[config.mk]
export PLATFORM = sky130hd
export DESIGN_NAME = ila_lane_cell
export DESIGN_NICKNAME = d
export VERILOG_FILES = /design/src/rtl/ila_pkg.sv /design/src/rtl/ila_lane_cell.sv
export SDC_FILE = /design/constraint.sdc
export NUM_CORES = 1
export LEC_CHECK = 0
export ABC_AREA = 1
export BUFFER_PORTS_ARGS = -buffer_cell sky130_fd_sc_hd__buf_2
export CELL_PAD_IN_SITES_DETAIL_PLACEMENT = 1
export CELL_PAD_IN_SITES_GLOBAL_PLACEMENT = 2
export CORE_MARGIN = 2
export CORE_UTILIZATION = 29
export DETAILED_ROUTE_END_ITERATION = 6
export PLACE_DENSITY = 0.87
export SYNTH_ARGS = -nofsm -noshare
export SYNTH_HDL_FRONTEND = slang
export SYNTH_SLANG_ARGS = --single-unit
[constraint.sdc]
create_clock -name clk -period 3 [get_ports clk]
set_input_delay 0.15 -clock clk [delete_from_list [all_inputs] [get_ports clk]]
set_output_delay 0.15 -clock clk [all_outputs]
set_load 0.005 [all_outputs]
[src/rtl/ila_pkg.sv]
`timescale 1ns / 1ps

package ila_pkg;

    localparam int MAX_LANES_DEF = 64;

    localparam int COORD_W   = 31;
    localparam int WIDTH_W   = 16;
    localparam int SPACE_W   = 8;
    localparam int QUERY_W   = 6;
    localparam int SUM_W     = 24;
    localparam int OFFS_W    = 25;
    localparam int KIND_W    = 2;
    localparam int MODE_W    = 2;
    localparam int CFG_IDX_W = 3;
    localparam int CFG_DAT_W = 31;

    localparam logic [SUM_W-1:0] SUM_MAX = '1;

    typedef enum logic [KIND_W-1:0] {
        KIND_PLACE = 2'd0,
        KIND_QUERY = 2'd1,
        KIND_CLEAR = 2'd2
    } kind_t;

    typedef enum logic [MODE_W-1:0] {
        MODE_OVERLAP = 2'd0,
        MODE_ALL     = 2'd1,
        MODE_ALT     = 2'd2
    } mode_t;

    typedef enum logic [CFG_IDX_W-1:0] {
        CFG_MODE       = 3'd0,
        CFG_CLIP_START = 3'd1,
        CFG_CLIP_END   = 3'd2,
        CFG_SPACING    = 3'd3,
        CFG_SET_WIDTH  = 3'd4
    } cfg_idx_t;

    typedef enum logic [1:0] {
        ST_IDLE,
        ST_EVAL,
        ST_SCAN
    } state_t;

    // Operands broadcast to every lane cell while a wave runs.
    typedef struct packed {
        logic [COORD_W-1:0] seg_start;
        logic [COORD_W-1:0] seg_end;
        logic [WIDTH_W-1:0] item_width;
        logic [QUERY_W-1:0] lane_query;
        logic [SPACE_W-1:0] spacing;
    } lane_op_t;

    // Token handed from cell to cell.
    typedef struct packed {
        logic               valid;
        logic               is_query;
        logic               claimed;
        logic               stopped;
        logic [SUM_W-1:0]   acc;
        logic [SUM_W-1:0]   prefix;
        logic [WIDTH_W-1:0] lane_width;
    } wave_t;

    function automatic logic [SUM_W-1:0] sat_add(input logic [SUM_W-1:0] a,
                                                 input logic [WIDTH_W:0]  b);
        logic [SUM_W:0] s;
        s = {1'b0, a} + (SUM_W+1)'(b);
        return s[SUM_W] ? SUM_MAX : s[SUM_W-1:0];
    endfunction

endpackage

[src/rtl/ila_lane_cell.sv]
`timescale 1ns / 1ps

module ila_lane_cell #(
    parameter int LANE_IDX = 0,
    parameter int LANE_W   = 6
) (
    input  logic                   clk,
    input  logic                   rst_n,
    input  logic                   clear,
    input  ila_pkg::lane_op_t      op,
    input  ila_pkg::wave_t         wave_in,
    input  logic [LANE_W-1:0]      lane_in,
    output ila_pkg::wave_t         wave_out,
    output logic [LANE_W-1:0]      lane_out
);
    import ila_pkg::*;

    logic [COORD_W-1:0] last_end_reg, last_end_next;
    logic               in_use_reg, in_use_next;
    logic [WIDTH_W-1:0] max_width_reg, max_width_next;
    wave_t              wave_reg, wave_next;
    logic [LANE_W-1:0]  lane_reg, lane_next;

    logic free;
    logic hit;
    logic is_me;

    assign free  = !in_use_reg || (last_end_reg < op.seg_start);
    assign hit   = wave_in.valid && !wave_in.is_query && !wave_in.claimed && free;
    assign is_me = (32'(op.lane_query) == 32'(LANE_IDX));

    // Claim on a place wave, accumulate the prefix on a query wave.
    always_comb
    begin
        wave_next = wave_in;
        lane_next = lane_in;
        if (hit)
        begin
            wave_next.claimed = 1'b1;
            lane_next         = LANE_W'(LANE_IDX);
        end
        if (wave_in.valid && wave_in.is_query)
        begin
            if (is_me)
            begin
                wave_next.lane_width = max_width_reg;
            end
            if (!wave_in.stopped)
            begin
                if (max_width_reg == '0)
                begin
                    wave_next.stopped = 1'b1;
                end
                else
                begin
                    if (is_me)
                    begin
                        wave_next.prefix = wave_in.acc;
                    end
                    wave_next.acc = sat_add(wave_in.acc,
                                            {1'b0, max_width_reg} + (WIDTH_W+1)'(op.spacing));
                end
            end
        end
    end

    always_comb
    begin
        last_end_next  = last_end_reg;
        in_use_next    = in_use_reg;
        max_width_next = max_width_reg;
        if (clear)
        begin
            last_end_next  = '0;
            in_use_next    = 1'b0;
            max_width_next = '0;
        end
        else if (hit)
        begin
            last_end_next = op.seg_end;
            in_use_next   = 1'b1;
            if (max_width_reg < op.item_width)
            begin
                max_width_next = op.item_width;
            end
        end
    end

    always_ff @(posedge clk or negedge rst_n)
    begin
        if (!rst_n)
        begin
            last_end_reg  <= '0;
            in_use_reg    <= 1'b0;
            max_width_reg <= '0;
            wave_reg      <= '0;
            lane_reg      <= '0;
        end
        else
        begin
            last_end_reg  <= last_end_next;
            in_use_reg    <= in_use_next;
            max_width_reg <= max_width_next;
            wave_reg      <= wave_next;
            lane_reg      <= lane_next;
        end
    end

    assign wave_out = wave_reg;
    assign lane_out = lane_reg;

endmodule

==> results.txt <==
GRT overflow - 0
hold path depth - 2
post-synthesis sequential area ratio - 41.4%
share of cells above drive strength 1 - 25.5%
Vias per Instance - 4.64
CTS Sinks - 122
syn_nets - 1149
I/O Buffers - 242
largest net degree at the start of global routing - 74
first-pass GRT wire length - 41800 um
crit path cell chain - inv_1 > fa_1 > inv_1 > ha_1 > fa_1 > a21oi_2 > o21ai_2 > nand3_1 > nand2_1 > nand2_1 > nand2_1 > nand2_1 > nand2_1 > nand3_1 > nand3_1
R2R cell count - 15
Cell Rows - 58
max reg flops - 68
Routability Congestion - 0.826
Die ar. - 26700 um^2
Max-cap violations - 0
Routed met3 length - 1420 um
drc violations - 0
crit path kind - reg2reg
number of global-route vias before repair - 7979
Post-Syn Area - 7380 um^2
period utilization - 92.5%
router iterations before antenna repair - 5
CP dominant cell by count - nand2_1
post-synth top area cell - dfrtp_1
commonest non-fill, non-tap cell in the layout - buf_2
min cycle time layout - 2.77 ns
crit end category - register
worst reg2reg path endpoint - wave_out[59]
ranking of synthesized cells by area - dfrtp_1, ha_1, nand2_1
Core ar. - 25100 um^2
area of the multi-input gates - 3700 um^2
nature of the critical path startpoint - register
Setup WS post-layout - 0.225 ns
HP Start - wave_in[51]
r2r setup slk - 0.23 ns
number of fill cells - 3079
Max Fanout on Critical Path - 4
post-route ant nets - 0
slowest stage cell, crit path - fa_1
Slew Viols, Final - 0
FF/Latch Area - 3050 um^2
Area growth syn-to-layout - 41.8%
TritonCTS clock tree - done
Avg Synthesized Cell Area - 8.18 um^2
Critical R2R Launch - max_width_reg[1]
antenna violations before repair - 6
Final Skew - 0.0122 ns
# nets final - 1482
most frequent cells in the layout - buf_2, nand2_1, inv_1, dfrtp_1, dlygate4sd3_1
Hold EP - wave_out[27]
clk root buf - clkbuf_16
unrepaired setup endpoints after global routing - true
gr usage total - 20.2%
total stage count of the critical path - 15
die width - 164 um
top cell type's share of synthesized area - 41.4%
Detailed Route WL - 26600 um
Synth Register Bits - 122
Num CTS Buffers - 17
Cell variety after synth - 37
post-DP HPWL - 19200 um
Worst-path clk slew - 0.06 ns
CP top delay family - adder cells
Clock Tree Buf Depth - 2
WL met2 - 12800 um
via count - 7329
Buf/Inv on CP - 2
final hold violations - 0
outcome - finished, final reports clean
largest stage delay on the critical path - 0.50 ns
worst-skew pair later-pin latency - 0.42 ns
final setup fails - 0
worst slack, placed - 0.193 ns
WL/cell - 16.8 um
min-delay worst type - in2reg
met1 wire length - 11600 um
Synth Instances - 902
Setup TNS Final - 0 ns
Req. time, crit path - 3.29 ns
Yosys Warn Count - 0
Worst-Margin Slew - 0.755 ns
H-tree level count - 4
Die Ht - 164 um
fmax - 360 MHz
initial core utilization - 29.4%
max layer used - met5
DRC violation total after the first TritonRoute iteration - 304
pwr/cell area - 469 nW/um^2
leakage power total - 5.75 nW
VDD IR max - 0.335 mV
Worst slew margin - 49.7%
num ports - 243
Worst Path Arrival - 3.07 ns
[synth_stat cells (all sizes together)]
cell      n
a21boi    1
nor2     67
o21bai    1
nor4      5
nand2   225
a21o      3
nor3      8
o22ai     1
xnor2     8
xor2      5
mux2      7
clkinv    1
nand4     6
dfrtp   122
a22oi     6
a21oi    42
ha       69
fa        9
nand3   104
nor3b     1
inv     129
clkbuf   12
o21ai    47
and2      2
or2       2
o211ai    2
buf      17
[through the flow]
| stage | hold slack (ns) | instance area (um^2) | total power (W) | instances | util [%] |
|---|---|---|---|---|---|
| floorplan | -0.146 | 7380 | 0.00237 | 902 | - |
| global placement | 0.247 | 8960 | 0.00279 | 1455 | 35.7 |
| detailed placement | 0.251 | 8960 | 0.00281 | 1455 | 35.7 |
| CTS | 0.00441 | 10400 | 0.00494 | 1574 | 41.5 |
| global route | 0.0193 | 10500 | 0.00517 | 1578 | 41.7 |
| finish | 0.0315 | 10500 | 0.00490 | 1579 | 41.7 |
[worst reg2reg max path, stage by stage (launching register included)]
cell and delay, ns:
dfrtp_1 0.37, inv_1 0.10, fa_1 0.51, inv_1 0.06, ha_1 0.23, fa_1 0.43, a21oi_2 0.18, o21ai_2 0.10
nand3_1 0.07, nand2_1 0.12, nand2_1 0.09, nand2_1 0.08, nand2_1 0.08, nand2_1 0.09, nand3_1 0.08, nand3_1 0.08
[kinds of logic after synthesis]
kind of cell / synth area share (%)
simple gates: 25.6
buf+inv: 8.80
flops: 41.4
compound gates: 7.44
fa+ha+maj: 14.1
xor+xnor: 1.54
mux: 1.07
[layout make-up]
class                      instances  share of cell area, %
antenna                            4                 0.0957
clock buffer                      21                   4.40
clock inverter                     8                  0.921
inverter                         130                   4.70
multi-input combinational        621                   35.4
sequential                       122                   29.2
tap                              330                   3.95
timing repair buffer             342                   21.3
timing repair inverter             1                 0.0718
[power by group]
part	switching, W	internal, W
logic	0.000629	0.000468
registers	0.0000505	0.00174
clock network	0.000765	0.00125
[metal layers]
metal / vias to the layer above / GRT usage (%)
met4: 4 / 7.46
met1: 3511 / 24.8
li1: 3568 / -
met5: - / 0
met2: 201 / 34.0
met3: 45 / 5.21
[how the worst max path moves through the flow]
stage / from / end
after floorplan: max_width_reg[1] / wave_out[59]
after global placement: max_width_reg[3] / wave_out[52]
after detailed placement: max_width_reg[3] / wave_out[51]
after CTS: max_width_reg[1] / wave_out[59]
after global routing: max_width_reg[2] / wave_out[47]
final: max_width_reg[1] / wave_out[59]
[repair_timing]
item	CTS	global route
setup endpoints to repair	0	13
resized for setup	0	7
hold buffers	90	0
hold endpoints to repair	158	0
setup buffers	0	0
Note: power is estimated with default switching activity, not from simulation.
